==> src/chmc_pkg.sv <==
// ----------------------------------------------------------------------------
// chmc_pkg: shared types and constants of the compass heading block
// Request record, back-end state codes, opcodes and the CORDIC angle table.
// ----------------------------------------------------------------------------
package chmc_pkg;

    localparam int SAMPLE_W = 16;
    localparam int DEG_W    = 9;
    localparam int TBL_LEN  = 24;

    localparam logic OP_CAL = 1'b0;
    localparam logic OP_HDG = 1'b1;

    localparam logic signed [SAMPLE_W-1:0] EXT_MAX_RST = -16'sd10000;
    localparam logic signed [SAMPLE_W-1:0] EXT_MIN_RST = 16'sd10000;

    localparam logic signed [25:0] PI_UNITS = 26'sd11796828;
    localparam logic [DEG_W-1:0]   DEG_FULL = 9'd360;

    typedef struct packed {
        logic signed [SAMPLE_W-1:0] x;
        logic signed [SAMPLE_W-1:0] y;
        logic signed [SAMPLE_W-1:0] x_max;
        logic signed [SAMPLE_W-1:0] x_min;
        logic signed [SAMPLE_W-1:0] y_max;
        logic signed [SAMPLE_W-1:0] y_min;
    } t_hdg_req;

    typedef enum logic [2:0] {
        BK_IDLE,
        BK_PREP,
        BK_MUL,
        BK_ABS,
        BK_NORM,
        BK_ROT,
        BK_ANG,
        BK_DONE
    } t_back_state;

    function automatic logic [21:0] atan_units(input logic [4:0] idx);
        logic [21:0] v;
        case (idx)
            5'd0:    v = 22'd2949207;
            5'd1:    v = 22'd1741019;
            5'd2:    v = 22'd919906;
            5'd3:    v = 22'd466959;
            5'd4:    v = 22'd234386;
            5'd5:    v = 22'd117307;
            5'd6:    v = 22'd58668;
            5'd7:    v = 22'd29336;
            5'd8:    v = 22'd14668;
            5'd9:    v = 22'd7334;
            5'd10:   v = 22'd3667;
            5'd11:   v = 22'd1834;
            5'd12:   v = 22'd917;
            5'd13:   v = 22'd458;
            5'd14:   v = 22'd229;
            5'd15:   v = 22'd115;
            5'd16:   v = 22'd57;
            5'd17:   v = 22'd29;
            5'd18:   v = 22'd14;
            5'd19:   v = 22'd7;
            5'd20:   v = 22'd4;
            5'd21:   v = 22'd2;
            5'd22:   v = 22'd1;
            default: v = 22'd0;
        endcase
        return v;
    endfunction

endpackage

==> src/chmc_fifo.sv <==
// ----------------------------------------------------------------------------
// chmc_fifo: short request queue
// Register-based FIFO between the front end and the heading engine.
// ----------------------------------------------------------------------------
module chmc_fifo #(
    parameter int WIDTH = 96,
    parameter int DEPTH = 2
) (
    input  logic             i_clk,
    input  logic             i_rst_n,
    input  logic             i_wr_valid,
    output logic             o_wr_ready,
    input  logic [WIDTH-1:0] i_wr_data,
    output logic             o_rd_valid,
    input  logic             i_rd_ready,
    output logic [WIDTH-1:0] o_rd_data
);

    localparam int PTR_W = (DEPTH > 1) ? $clog2(DEPTH) : 1;
    localparam int CNT_W = $clog2(DEPTH + 1);

    logic [WIDTH-1:0] r_mem [DEPTH];
    logic [PTR_W-1:0] r_wr_ptr, n_wr_ptr;
    logic [PTR_W-1:0] r_rd_ptr, n_rd_ptr;
    logic [CNT_W-1:0] r_count, n_count;
    logic             w_push;
    logic             w_pop;

    assign o_wr_ready = (r_count != CNT_W'(DEPTH));
    assign o_rd_valid = (r_count != '0);
    assign o_rd_data  = r_mem[r_rd_ptr];
    assign w_push     = i_wr_valid && o_wr_ready;
    assign w_pop      = o_rd_valid && i_rd_ready;

    always_comb begin
        n_wr_ptr = r_wr_ptr;
        n_rd_ptr = r_rd_ptr;
        n_count  = r_count;
        if (w_push) begin
            n_wr_ptr = (r_wr_ptr == PTR_W'(DEPTH - 1)) ? '0 : r_wr_ptr + 1'b1;
        end
        if (w_pop) begin
            n_rd_ptr = (r_rd_ptr == PTR_W'(DEPTH - 1)) ? '0 : r_rd_ptr + 1'b1;
        end
        if (w_push && !w_pop) begin
            n_count = r_count + 1'b1;
        end else if (w_pop && !w_push) begin
            n_count = r_count - 1'b1;
        end
    end

    always_ff @(posedge i_clk) begin
        if (!i_rst_n) begin
            r_wr_ptr <= '0;
            r_rd_ptr <= '0;
            r_count  <= '0;
        end else begin
            r_wr_ptr <= n_wr_ptr;
            r_rd_ptr <= n_rd_ptr;
            r_count  <= n_count;
        end
    end

    always_ff @(posedge i_clk) begin
        if (w_push) begin
            r_mem[r_wr_ptr] <= i_wr_data;
        end
    end

endmodule

==> src/chmc_front.sv <==
// ----------------------------------------------------------------------------
// chmc_front: input stage and calibration extremes
// Accepts items, widens the stored extremes on calibration items and queues
// heading items together with a snapshot of the extremes.
// ----------------------------------------------------------------------------
module chmc_front #(
    parameter int SAMPLE_BITS = 16
) (
    input  logic                     i_clk,
    input  logic                     i_rst_n,
    input  logic                     i_s_tvalid,
    output logic                     o_s_tready,
    input  logic [31:0]              i_s_tdata,   // mag_x[15:0], mag_y[31:16]
    input  logic                     i_s_tuser,   // opcode
    output logic                     o_q_valid,
    input  logic                     i_q_ready,
    output chmc_pkg::t_hdg_req       o_q_req
);

    localparam int SH = chmc_pkg::SAMPLE_W - SAMPLE_BITS;

    logic signed [chmc_pkg::SAMPLE_W-1:0] r_x_max, n_x_max;
    logic signed [chmc_pkg::SAMPLE_W-1:0] r_x_min, n_x_min;
    logic signed [chmc_pkg::SAMPLE_W-1:0] r_y_max, n_y_max;
    logic signed [chmc_pkg::SAMPLE_W-1:0] r_y_min, n_y_min;
    logic signed [chmc_pkg::SAMPLE_W-1:0] w_x_sh, w_y_sh;
    logic signed [chmc_pkg::SAMPLE_W-1:0] w_x, w_y;
    logic                                 w_accept;

    assign w_x_sh = $signed(i_s_tdata[15:0] << SH);
    assign w_y_sh = $signed(i_s_tdata[31:16] << SH);
    assign w_x    = w_x_sh >>> SH;
    assign w_y    = w_y_sh >>> SH;

    assign o_s_tready = i_q_ready;
    assign w_accept   = i_s_tvalid && o_s_tready;
    assign o_q_valid  = w_accept && (i_s_tuser == chmc_pkg::OP_HDG);

    always_comb begin
        o_q_req.x     = w_x;
        o_q_req.y     = w_y;
        o_q_req.x_max = r_x_max;
        o_q_req.x_min = r_x_min;
        o_q_req.y_max = r_y_max;
        o_q_req.y_min = r_y_min;
    end

    always_comb begin
        n_x_max = r_x_max;
        n_x_min = r_x_min;
        n_y_max = r_y_max;
        n_y_min = r_y_min;
        if (w_accept && (i_s_tuser == chmc_pkg::OP_CAL)) begin
            if (w_x > r_x_max) n_x_max = w_x;
            if (w_x < r_x_min) n_x_min = w_x;
            if (w_y > r_y_max) n_y_max = w_y;
            if (w_y < r_y_min) n_y_min = w_y;
        end
    end

    always_ff @(posedge i_clk) begin
        if (!i_rst_n) begin
            r_x_max <= chmc_pkg::EXT_MAX_RST;
            r_x_min <= chmc_pkg::EXT_MIN_RST;
            r_y_max <= chmc_pkg::EXT_MAX_RST;
            r_y_min <= chmc_pkg::EXT_MIN_RST;
        end else begin
            r_x_max <= n_x_max;
            r_x_min <= n_x_min;
            r_y_max <= n_y_max;
            r_y_min <= n_y_min;
        end
    end

endmodule

==> src/chmc_back.sv <==
// ----------------------------------------------------------------------------
// chmc_back: heading engine
// Centers and cross-scales the sample, normalizes it, runs an iterative
// CORDIC vectoring loop and converts the angle to whole degrees.
// ----------------------------------------------------------------------------
module chmc_back #(
    parameter int CORDIC_STEPS = 16
) (
    input  logic                 i_clk,
    input  logic                 i_rst_n,
    input  logic                 i_q_valid,
    output logic                 o_q_ready,
    input  chmc_pkg::t_hdg_req   i_q_req,
    output logic                 o_m_tvalid,
    input  logic                 i_m_tready,
    output logic [15:0]          o_m_tdata,   // heading[8:0], zero fill
    output logic                 o_m_tuser    // uncalibrated
);

    localparam int CNT_W = $clog2(CORDIC_STEPS);
    localparam int MAG_W = 41;

    chmc_pkg::t_back_state r_state, n_state;
    chmc_pkg::t_hdg_req    r_req, n_req;

    logic signed [17:0] r_dx, n_dx, r_dy, n_dy;
    logic signed [16:0] r_rx, n_rx, r_ry, n_ry;
    logic signed [34:0] r_bx, n_bx, r_by, n_by;
    logic [MAG_W-1:0]   r_ax, n_ax, r_ay, n_ay;
    logic               r_xneg, n_xneg, r_yneg, n_yneg;
    logic signed [43:0] r_cx, n_cx, r_cy, n_cy;
    logic signed [25:0] r_z, n_z;
    logic [CNT_W-1:0]   r_iter, n_iter;
    logic [chmc_pkg::DEG_W-1:0] r_res_deg, n_res_deg;
    logic               r_res_uncal, n_res_uncal;
    logic               r_out_valid, n_out_valid;
    logic [chmc_pkg::DEG_W-1:0] r_out_deg, n_out_deg;
    logic               r_out_uncal, n_out_uncal;

    logic signed [16:0] w_rx, w_ry, w_xsum, w_ysum, w_xoff, w_yoff;
    logic signed [17:0] w_dx, w_dy;
    logic signed [34:0] w_bx, w_by, w_bx_abs, w_by_abs;
    logic [MAG_W-1:32]  w_or;
    logic signed [43:0] w_tx, w_ty;
    logic signed [25:0] w_step, w_ang, w_ang_abs;
    logic [chmc_pkg::DEG_W-1:0] w_q, w_deg;

    assign w_rx   = 17'(r_req.x_max) - 17'(r_req.x_min);
    assign w_ry   = 17'(r_req.y_max) - 17'(r_req.y_min);
    assign w_xsum = 17'(r_req.x_max) + 17'(r_req.x_min);
    assign w_ysum = 17'(r_req.y_max) + 17'(r_req.y_min);
    assign w_xoff = (w_xsum + $signed({16'd0, w_xsum[16]})) >>> 1;
    assign w_yoff = (w_ysum + $signed({16'd0, w_ysum[16]})) >>> 1;
    assign w_dx   = 18'(r_req.x) - 18'(w_xoff);
    assign w_dy   = 18'(r_req.y) - 18'(w_yoff);

    assign w_bx     = r_dx * r_ry;
    assign w_by     = r_dy * r_rx;
    assign w_bx_abs = r_bx[34] ? -r_bx : r_bx;
    assign w_by_abs = r_by[34] ? -r_by : r_by;
    assign w_or     = r_ax[MAG_W-1:32] | r_ay[MAG_W-1:32];

    assign w_tx   = r_cx >>> r_iter;
    assign w_ty   = r_cy >>> r_iter;
    assign w_step = 26'(chmc_pkg::atan_units(5'(r_iter)));

    always_comb begin
        if (r_xneg) begin
            w_ang = r_yneg ? (r_z - chmc_pkg::PI_UNITS) : (chmc_pkg::PI_UNITS - r_z);
        end else begin
            w_ang = r_yneg ? -r_z : r_z;
        end
    end
    assign w_ang_abs = w_ang[25] ? -w_ang : w_ang;
    assign w_q       = w_ang_abs[24:16];
    assign w_deg     = (w_ang[25] && (w_q != '0)) ? (chmc_pkg::DEG_FULL - w_q) : w_q;

    always_comb begin
        n_state     = r_state;
        n_req       = r_req;
        n_dx        = r_dx;
        n_dy        = r_dy;
        n_rx        = r_rx;
        n_ry        = r_ry;
        n_bx        = r_bx;
        n_by        = r_by;
        n_ax        = r_ax;
        n_ay        = r_ay;
        n_xneg      = r_xneg;
        n_yneg      = r_yneg;
        n_cx        = r_cx;
        n_cy        = r_cy;
        n_z         = r_z;
        n_iter      = r_iter;
        n_res_deg   = r_res_deg;
        n_res_uncal = r_res_uncal;
        n_out_valid = r_out_valid && !i_m_tready;
        n_out_deg   = r_out_deg;
        n_out_uncal = r_out_uncal;
        o_q_ready   = 1'b0;
        case (r_state)
            chmc_pkg::BK_IDLE: begin
                o_q_ready = 1'b1;
                if (i_q_valid) begin
                    n_req   = i_q_req;
                    n_state = chmc_pkg::BK_PREP;
                end
            end
            chmc_pkg::BK_PREP: begin
                n_rx = w_rx;
                n_ry = w_ry;
                n_dx = w_dx;
                n_dy = w_dy;
                if (w_rx[16] || (w_rx == '0) || w_ry[16] || (w_ry == '0)) begin
                    n_res_deg   = '0;
                    n_res_uncal = 1'b1;
                    n_state     = chmc_pkg::BK_DONE;
                end else begin
                    n_state = chmc_pkg::BK_MUL;
                end
            end
            chmc_pkg::BK_MUL: begin
                n_bx    = w_bx;
                n_by    = w_by;
                n_state = chmc_pkg::BK_ABS;
            end
            chmc_pkg::BK_ABS: begin
                n_ax   = MAG_W'(unsigned'(w_bx_abs));
                n_ay   = MAG_W'(unsigned'(w_by_abs));
                n_xneg = r_bx[34];
                n_yneg = r_by[34];
                if ((r_bx == '0) && (r_by == '0)) begin
                    n_res_deg   = '0;
                    n_res_uncal = 1'b0;
                    n_state     = chmc_pkg::BK_DONE;
                end else begin
                    n_state = chmc_pkg::BK_NORM;
                end
            end
            chmc_pkg::BK_NORM: begin
                if (w_or[MAG_W-1:32] == '0) begin
                    n_ax = r_ax << 8;
                    n_ay = r_ay << 8;
                end else if (!w_or[MAG_W-1]) begin
                    n_ax = r_ax << 1;
                    n_ay = r_ay << 1;
                end else begin
                    n_cx    = 44'(r_ax);
                    n_cy    = 44'(r_ay);
                    n_z     = '0;
                    n_iter  = '0;
                    n_state = chmc_pkg::BK_ROT;
                end
            end
            chmc_pkg::BK_ROT: begin
                if (!r_cy[43]) begin
                    n_cx = r_cx + w_ty;
                    n_cy = r_cy - w_tx;
                    n_z  = r_z + w_step;
                end else begin
                    n_cx = r_cx - w_ty;
                    n_cy = r_cy + w_tx;
                    n_z  = r_z - w_step;
                end
                n_iter = r_iter + 1'b1;
                if (r_iter == CNT_W'(CORDIC_STEPS - 1)) begin
                    n_state = chmc_pkg::BK_ANG;
                end
            end
            chmc_pkg::BK_ANG: begin
                n_res_deg   = w_deg;
                n_res_uncal = 1'b0;
                n_state     = chmc_pkg::BK_DONE;
            end
            chmc_pkg::BK_DONE: begin
                if (!r_out_valid || i_m_tready) begin
                    n_out_valid = 1'b1;
                    n_out_deg   = r_res_deg;
                    n_out_uncal = r_res_uncal;
                    n_state     = chmc_pkg::BK_IDLE;
                end
            end
            default: begin
                n_state = chmc_pkg::BK_IDLE;
            end
        endcase
    end

    always_ff @(posedge i_clk) begin
        if (!i_rst_n) begin
            r_state     <= chmc_pkg::BK_IDLE;
            r_out_valid <= 1'b0;
        end else begin
            r_state     <= n_state;
            r_out_valid <= n_out_valid;
        end
    end

    always_ff @(posedge i_clk) begin
        r_req       <= n_req;
        r_dx        <= n_dx;
        r_dy        <= n_dy;
        r_rx        <= n_rx;
        r_ry        <= n_ry;
        r_bx        <= n_bx;
        r_by        <= n_by;
        r_ax        <= n_ax;
        r_ay        <= n_ay;
        r_xneg      <= n_xneg;
        r_yneg      <= n_yneg;
        r_cx        <= n_cx;
        r_cy        <= n_cy;
        r_z         <= n_z;
        r_iter      <= n_iter;
        r_res_deg   <= n_res_deg;
        r_res_uncal <= n_res_uncal;
        r_out_deg   <= n_out_deg;
        r_out_uncal <= n_out_uncal;
    end

    assign o_m_tvalid = r_out_valid;
    assign o_m_tdata  = 16'(r_out_deg);
    assign o_m_tuser  = r_out_uncal;

    a_uncal_zero: assert property (@(posedge i_clk) disable iff (!i_rst_n)
        (r_out_valid && r_out_uncal) |-> (r_out_deg == '0))
        else $error("uncalibrated result with nonzero heading");

    a_deg_range: assert property (@(posedge i_clk) disable iff (!i_rst_n)
        r_out_valid |-> (r_out_deg < chmc_pkg::DEG_FULL))
        else $error("heading out of range");

    a_load_from_done: assert property (@(posedge i_clk) disable iff (!i_rst_n)
        $rose(r_out_valid) |-> $past(r_state == chmc_pkg::BK_DONE))
        else $error("result loaded outside the finish step");

    a_rot_after_norm: assert property (@(posedge i_clk) disable iff (!i_rst_n)
        ((r_state == chmc_pkg::BK_ROT) && (r_iter == '0))
        |-> ((r_cx[43:MAG_W-1] | r_cy[43:MAG_W-1]) == 4'd1))
        else $error("rotation started on an unnormalized vector");

endmodule

==> src/compass_heading_with_minmax_calibration.sv <==
// ----------------------------------------------------------------------------
// compass_heading_with_minmax_calibration: magnetometer compass heading
// Min/max hard-iron calibration and CORDIC heading in whole degrees.
// ----------------------------------------------------------------------------
// Calibration items update the extremes in the front end and give no result.
// Heading items pass the queue, then the engine's centering, multiply, magnitude,
// normalizing shifter and one-step-per-cycle CORDIC; uncalibrated ranges and a
// zero vector end early. The engine takes no new item until its result is in the
// output register; a two-entry queue buffers more. Synchronous active-low reset
// restores extremes to -10000/+10000 and empties the queue and output register.
module compass_heading_with_minmax_calibration #(
    parameter int CORDIC_STEPS = 16,
    parameter int SAMPLE_BITS  = 16
) (
    input  logic        i_clk,
    input  logic        i_rst_n,
    input  logic        i_s_tvalid,
    output logic        o_s_tready,
    input  logic [31:0] i_s_tdata,    // mag_x[15:0], mag_y[31:16]
    input  logic        i_s_tuser,    // opcode
    output logic        o_m_tvalid,
    input  logic        i_m_tready,
    output logic [15:0] o_m_tdata,    // heading[8:0], zero fill
    output logic        o_m_tuser     // uncalibrated
);

    localparam int REQ_W = $bits(chmc_pkg::t_hdg_req);

    logic               w_push_valid;
    logic               w_push_ready;
    chmc_pkg::t_hdg_req w_push_req;
    logic               w_pop_valid;
    logic               w_pop_ready;
    logic [REQ_W-1:0]   w_pop_bits;
    chmc_pkg::t_hdg_req w_pop_req;

    assign w_pop_req = chmc_pkg::t_hdg_req'(w_pop_bits);

    chmc_front #(
        .SAMPLE_BITS(SAMPLE_BITS)
    ) u_front (
        .i_clk      (i_clk),
        .i_rst_n    (i_rst_n),
        .i_s_tvalid (i_s_tvalid),
        .o_s_tready (o_s_tready),
        .i_s_tdata  (i_s_tdata),
        .i_s_tuser  (i_s_tuser),
        .o_q_valid  (w_push_valid),
        .i_q_ready  (w_push_ready),
        .o_q_req    (w_push_req)
    );

    chmc_fifo #(
        .WIDTH(REQ_W),
        .DEPTH(2)
    ) u_fifo (
        .i_clk      (i_clk),
        .i_rst_n    (i_rst_n),
        .i_wr_valid (w_push_valid),
        .o_wr_ready (w_push_ready),
        .i_wr_data  (REQ_W'(w_push_req)),
        .o_rd_valid (w_pop_valid),
        .i_rd_ready (w_pop_ready),
        .o_rd_data  (w_pop_bits)
    );

    chmc_back #(
        .CORDIC_STEPS(CORDIC_STEPS)
    ) u_back (
        .i_clk      (i_clk),
        .i_rst_n    (i_rst_n),
        .i_q_valid  (w_pop_valid),
        .o_q_ready  (w_pop_ready),
        .i_q_req    (w_pop_req),
        .o_m_tvalid (o_m_tvalid),
        .i_m_tready (i_m_tready),
        .o_m_tdata  (o_m_tdata),
        .o_m_tuser  (o_m_tuser)
    );

endmodule

==> config.mk <==
export PLATFORM = sky130hd
export DESIGN_NAME = compass_heading_with_minmax_calibration
export DESIGN_NICKNAME = d
export VERILOG_FILES = /design/src/chmc_pkg.sv /design/src/chmc_fifo.sv /design/src/chmc_front.sv /design/src/chmc_back.sv /design/src/compass_heading_with_minmax_calibration.sv
export SDC_FILE = /design/constraint.sdc
export NUM_CORES = 2
export LEC_CHECK = 0
export BUFFER_PORTS_ARGS = -buffer_cell sky130_fd_sc_hd__buf_2
export CAP_MARGIN = 20
export CORE_MARGIN = 2
export CORE_UTILIZATION = 47
export DETAILED_ROUTE_END_ITERATION = 10
export HOLD_SLACK_MARGIN = 0.02
export PLACE_DENSITY = 0.72
export RECOVER_POWER = 50
export SLEW_MARGIN = 20
export SYNTH_ARGS = -nofsm -noshare
export SYNTH_HDL_FRONTEND = slang
export SYNTH_SLANG_ARGS = --single-unit
==> constraint.sdc <==
create_clock -name i_clk -period 13.4 [get_ports i_clk]
set_input_delay 0.67 -clock i_clk [delete_from_list [all_inputs] [get_ports i_clk]]
set_output_delay 0.67 -clock i_clk [all_outputs]
set_load 0.03 [all_outputs]
; Yosys cells after proc, flatten, opt, wreduce, memory -nomap -nowiden
; Memory sizes are Yosys's and may differ from the RTL's. A register that Yosys moved wholly into a read port is not among the register bits.
; Index checks and enable logic that the tools add are counted.
[word_totals]
regBits = 432
latchBits = 0
mem_bits_rw = 192
romBits = 352
inputBits = 37
out_inout_bits = 19
mem_count = 2
[memory_table]
columns = name, depth, word_bits, read_ports, rd_ports_with_merged_regs, wr, line
row1 = (no name shown), 16, 22, 1, 1, 0, chmc_pkg.sv:42  ; case (idx)
row2 = u_fifo.r_mem, 2, 96, 1, 1, 1, chmc_fifo.sv:22  ; logic [WIDTH-1:0] r_mem [DEPTH];
[op_classes]
add_sub_neg = 26
mul = 2
div = 0
magnitude_cmp = 4
eq_ne = 17
n_shift = 2
mux = 52
n_bitwise = 2
reduce_logical = 40
[ops]
columns = operator, count
row1 = 44-bit two-way mux, 6
row2 = 44-bit one-hot mux with 2 select lines, 2
row3 = 41-bit two-way mux, 4
row4 = 41-bit one-hot mux with 2 select lines, 2
row5 = 26-bit two-way mux, 6
row6 = 44-bit adder, 2
row7 = 44-bit by 4-bit >>> shifter with 44-bit output, 2
row8 = 44-bit subtractor, 2
row9 = 35-bit logical NOT, 2
row10 = 35-bit two-way mux, 2
row11 = 35-bit negation, 2
row12 = 17-bit by 17-bit multiplier with 34-bit output, 2
row13 = 16-bit by 16-bit subtractor with 17-bit output, 4
row14 = 26-bit one-hot mux with 2 select lines, 1
row15 = 16-bit by 16-bit adder with 17-bit output, 2
row16 = 17-bit by 2-bit adder with 17-bit output, 2
row17 = 17-bit logical NOT, 2
row18 = 16-bit greater-than comparator, 2
row19 = 16-bit < comparator, 2
row20 = 9-bit two-way mux, 3
row21 = 9-bit one-hot mux with 3 select lines, 1
row22 = 26-bit by 23-bit adder with 26-bit output, 1
row23 = 26-bit negation, 1
row24 = 25-bit by 26-bit subtractor with 26-bit output (first input constant), 1
row25 = 36 further kinds, 89

; Depth between registers and ports, before layout
[logic_depth]
word_depth = 9
depth_mapped = 28
mapped_depth_nobuf = 28

; Modules after synthesis
; Synthesis repeated with hierarchy kept, for this count alone.
[unflattened]
cells_unflattened = 7053
hier_area_um2 = 70592.7
[modules_own_cells]
columns = module, instances, cells_per_inst, area_per_inst_um2
row1 = chmc_back, 1, 6204, 58740.1
row2 = chmc_fifo, 1, 323, 7332.0
row3 = chmc_front, 1, 526, 4520.6

; Worst setup path after synthesis
; Ideal clock, no wire load.
[synth_path]
kind = flip-flop to flip-flop
from = register u_back.r_state[1]
to = register u_back.r_ax[0], enable pin
setup_time_ps = 635
arrival_ps = 6933
required_time_ps = 12765
path_slack_ps = 5832
path_stages_with_launch = 6
n_path_buf = 3
period_less_slack_ps = 7568
path_cell_list = dfxtp_1 > clkbuf_1 > or3_1 > clkbuf_1 > clkbuf_1 > o21ai_0
[synth_between]
elab_chain_cells = 3
elab_cells_between_ends = 5
cone_classes = eq/ne (3) / reduce/logical (2)
[synth_rtl]
columns = item, line
row1 = "start, declared", chmc_back.sv:23  ; chmc_pkg::t_back_state r_state, n_state;
row2 = "start signal, assigned", chmc_back.sv:191  ; r_state <= chmc_pkg::BK_IDLE;
row3 = "start signal, assigned", chmc_back.sv:194  ; r_state <= n_state;
row4 = 3-bit equality test or 3-bit by 2-bit equality test with 1-bit output (tied branches), chmc_back.sv:101  ; case (r_state)
row5 = 3-bit inequality test (no line) or 2-bit nonzero test (tied branches), -
row6 = 2-bit AND reduction (no line) *, -
row7 = "end signal, assigned", chmc_back.sv:207  ; r_ax <= n_ax;
row8 = "end, declared", chmc_back.sv:29  ; logic [MAG_W-1:0] r_ax, n_ax, r_ay, n_ay;
; Every way passes the cells marked *; elsewhere a longest branch is shown, timed or not.
; A chain may end at the register's enable or synchronous reset.

; Worst setup path after layout
[layout_path]
from = register u_back.r_iter[0]
to = register u_back.r_cy[42], data pin
[layout_between]
elab_chain_cells = 4
elab_cells_between_ends = 5
cone_classes = add/sub (2) / shift (1) / mux (2)
[layout_rtl]
columns = item, line
row1 = "start, declared", chmc_back.sv:33  ; logic [CNT_W-1:0] r_iter, n_iter;
row2 = "start signal, assigned", chmc_back.sv:214  ; r_iter <= n_iter;
row3 = 44-bit by 4-bit >>> shifter with 44-bit output *, chmc_back.sv:63  ; assign w_tx = r_cx >>> r_iter;
row4 = 44-bit subtractor or 44-bit adder (tied branches), "chmc_back.sv:158, chmc_back.sv:162"
row5 = 44-bit two-way mux *, chmc_back.sv:156  ; if (!r_cy[43]) begin
row6 = 44-bit one-hot mux with 2 select lines *, chmc_back.sv:101
row7 = "end signal, assigned", chmc_back.sv:212  ; r_cy <= n_cy;
row8 = "end, declared", chmc_back.sv:31  ; logic signed [43:0] r_cx, n_cx, r_cy, n_cy;
; Marks and branches as above.

==> impl_metrics.env <==
export IMPL_status="finished, violations left"
export IMPL_violations="capacitance limit, slew limit"
export IMPL_die_w_um=390
export IMPL_worstSetupEndpointType="register"
export IMPL_drive_gt1_share_pct=6.26
export IMPL_ys_ff_latch=740
export IMPL_drc=0
export IMPL_antenna_found_initial=2
export IMPL_vias=50500
export IMPL_tns_ns=0
export IMPL_grt_max_degree=191
export IMPL_wl_per_cell_um=19.3
export IMPL_final_area_mm2=0.0748
export IMPL_netlist_instances=6976
export IMPL_async_flop_share_pct=0
export IMPL_fin_ws_ns=3.92
export IMPL_skew_ns=0.0477
export IMPL_hold_class="in -> reg"
export IMPL_place_congestion=0.935
export IMPL_max_freq_mhz=105
export IMPL_nets=7963
export IMPL_areaGrowthSynthToFinish_pct=6.52
export IMPL_die_h_um=390
export IMPL_clock_latency_ns=0.72
export IMPL_syn_cell_area_mm2=0.0702
export IMPL_ys_seq_area_share_pct=30.3
export IMPL_maxCapViolations=16
export IMPL_cts_root_buf="clkbuf_16"
export IMPL_numCtsBuffers=82
export IMPL_drtPass1Iterations=6
export IMPL_postCtsSetupBuffers=0
export IMPL_synth_edff_count=646
export IMPL_grt_overflow=0
export IMPL_tritoncts="built"
export IMPL_final_util_pct=50.5
export IMPL_clock_sinks=740
export IMPL_cp_data_arrival_time_ns=9.91
export IMPL_mostFrequentLayoutCells="inv_1, nand2_1, edfxtp_1"
export IMPL_yosys_warnings=0
export IMPL_avgSynthCellArea_um2=10.1
export IMPL_maxSlewViolCount=777
export IMPL_grt_pass1_vias=50800
export IMPL_maxSlewHeadroom_pct=-151
export IMPL_min_period_over_period_pct=70.7
export IMPL_finalSetupViolCount=0
export IMPL_placed_cell_area_mm2=0.0721
export IMPL_rsz0062_at_grt="false"
export IMPL_crit_type="reg -> reg"
export IMPL_grt_pass1_wl_um=277000
export IMPL_pin_count=56
export IMPL_synth_cell_types=103
export IMPL_worst_slew_pin_slew_ns=3.77
export IMPL_dp_hpwl_um=131000
export IMPL_layout_commonest_cell="inv_1"
export IMPL_cts_buffer_depth=3
export IMPL_first_iter_violations=3992
export IMPL_port_buffers=48
export IMPL_critPathRequiredTime_ns=13.83
export IMPL_routed_wl_um=172000
export IMPL_htree_levels=3
export IMPL_cp_max_fo=49
export IMPL_grt_use_total_pct=22.5
export IMPL_ant_nets=0
export IMPL_core_area_mm2=0.148
export IMPL_postCtsHoldBufs=0
export IMPL_initial_core_util_pct=47.4
export IMPL_routed_via_density=5.70
export IMPL_min_from="i_rst_n"
export IMPL_place_ws_ns=6.14
export IMPL_cts_resized=0
export IMPL_min_period_ns=9.48
export IMPL_startpoint_type="register"
export IMPL_clk_pin_slew_ns=0.06
export IMPL_crit_path_start="u_back.r_iter[0]"
export IMPL_hold_viol_final=0
export IMPL_rows=141
export IMPL_die_area_mm2=0.152
export IMPL_synthFlopType="edfxtp_1"
export IMPL_worstReg2RegStart="u_back.r_iter[0]"
==> per-stage QoR <==
step / std cells / hold slack, ns
floorplan: 6982 / 0.400
global placement: 8711 / 0.407
detailed placement: 8711 / 0.409
CTS: 8863 / 0.178
global route: 8863 / 0.282
finish: 8864 / 0.298
==> path summary, 6_finish.rpt <==
check / end / slack, ns / cells past startpoint
max: u_back.r_cy[42] / 3.92 / 22
min: u_back.r_state[0] / 0.30 / 3
min reg2reg: u_back.r_out_deg[1] / 0.42 / 0
max reg2reg: u_back.r_cy[42] / 3.92 / 22
==> critical path, cell delays in order (launching register included) <==
cell and delay (ns):
edfxtp_1 0.32, clkbuf_1 2.52, buf_4 0.91, mux4_2 0.65, mux4_2 0.53, nor3_1 0.37, nand2_1 0.15, nor3_1 0.31
a21oi_1 0.15, xor2_1 0.23, ha_1 0.35, a21oi_1 0.17, o21ai_0 0.16, a22oi_1 0.31, o21ai_0 0.20, a21oi_1 0.33
a211oi_1 0.16, o21bai_1 0.27, nand2_1 0.12, a311oi_1 0.36, o21bai_1 0.15, a211oi_1 0.30, mux2i_1 0.12
==> flip-flops by register name (all words and copies together) (netlist names), 16 cells and up <==
signal and cells:
u_front.r_y_min 16, u_back.r_ry 17, u_back.r_ay 41, u_front.r_y_max 16, u_back.r_by 34, u_back.w_step 22, u_fifo.r_mem 192, u_back.r_dy 17
u_back.r_bx 34, u_front.r_x_min 16, u_back.r_dx 17, u_back.r_z 26, u_back.r_rx 17, u_back.r_ax 41, u_back.r_req 96, u_back.r_cy 44
u_front.r_x_max 16, u_back.r_cx 44
==> final cells by class <==
| class | count | area, um^2 |
|---|---|---|
| antenna | 1 | 2.50 |
| clock buffer | 102 | 2160 |
| tap | 1930 | 2410 |
| inverter | 874 | 3280 |
| timing repair buffer | 87 | 438 |
| fill | 13100 | 73300 |
| clock inverter | 50 | 661 |
| multi-input combinational | 5080 | 44500 |
| sequential | 740 | 21300 |
==> logic make-up (layout without fill, tap and decap cells) <==
| logic type | Yosys count | count (layout) | synth area share, % |
|---|---|---|---|
| buffers and inverters | 1162 | 1113 | 6.33 |
| and+or+nand+nor | 2023 | 2023 | 14.2 |
| muxes | 352 | 352 | 7.39 |
| adders and majority gates | 1061 | 1061 | 25.3 |
| xor gates and xnor gates | 454 | 454 | 5.67 |
| DFF | 740 | 740 | 30.3 |
| AOI/OAI and AO/OA | 1183 | 1183 | 10.7 |
| other | 1 | 8 | 0.00534 |
==> metal layers <==
layer  up-vias  part of all wire [%]  track usage [%]  routed length (um)
li1      23700                     -                -                   -
met3       308                   6.0             2.97               10300
met4         2                   3.2             7.29                5500
met2      1589                    47             37.3               81300
met1     24900                    43             30.6               74400
met5         -                 0.011                0                  19
==> cell usage after synthesis (90+ instances only) <==
cell type / n / share of area (%)
a21o_1: 111 / 1.2
a21oi_1: 314 / 2.2
a31oi_1: 99 / 0.88
and2_1: 332 / 3.0
clkbuf_1: 232 / 1.2
dfxtp_1: 94 / 2.7
edfxtp_1: 646 / 28
fa_1: 601 / 17
ha_1: 460 / 8.2
inv_1: 869 / 4.6
mux2_2: 135 / 2.2
mux2i_1: 97 / 1.4
mux4_2: 119 / 3.8
nand2_1: 688 / 3.7
nor2_1: 403 / 2.2
nor2b_1: 90 / 0.80
o21ai_0: 254 / 1.8
xnor2_1: 334 / 4.2
xor2_1: 120 / 1.5
Power is left out: the tool's default activity adds up to more than one toggle a clock period on the data nets, which glitch-free logic cannot reach.
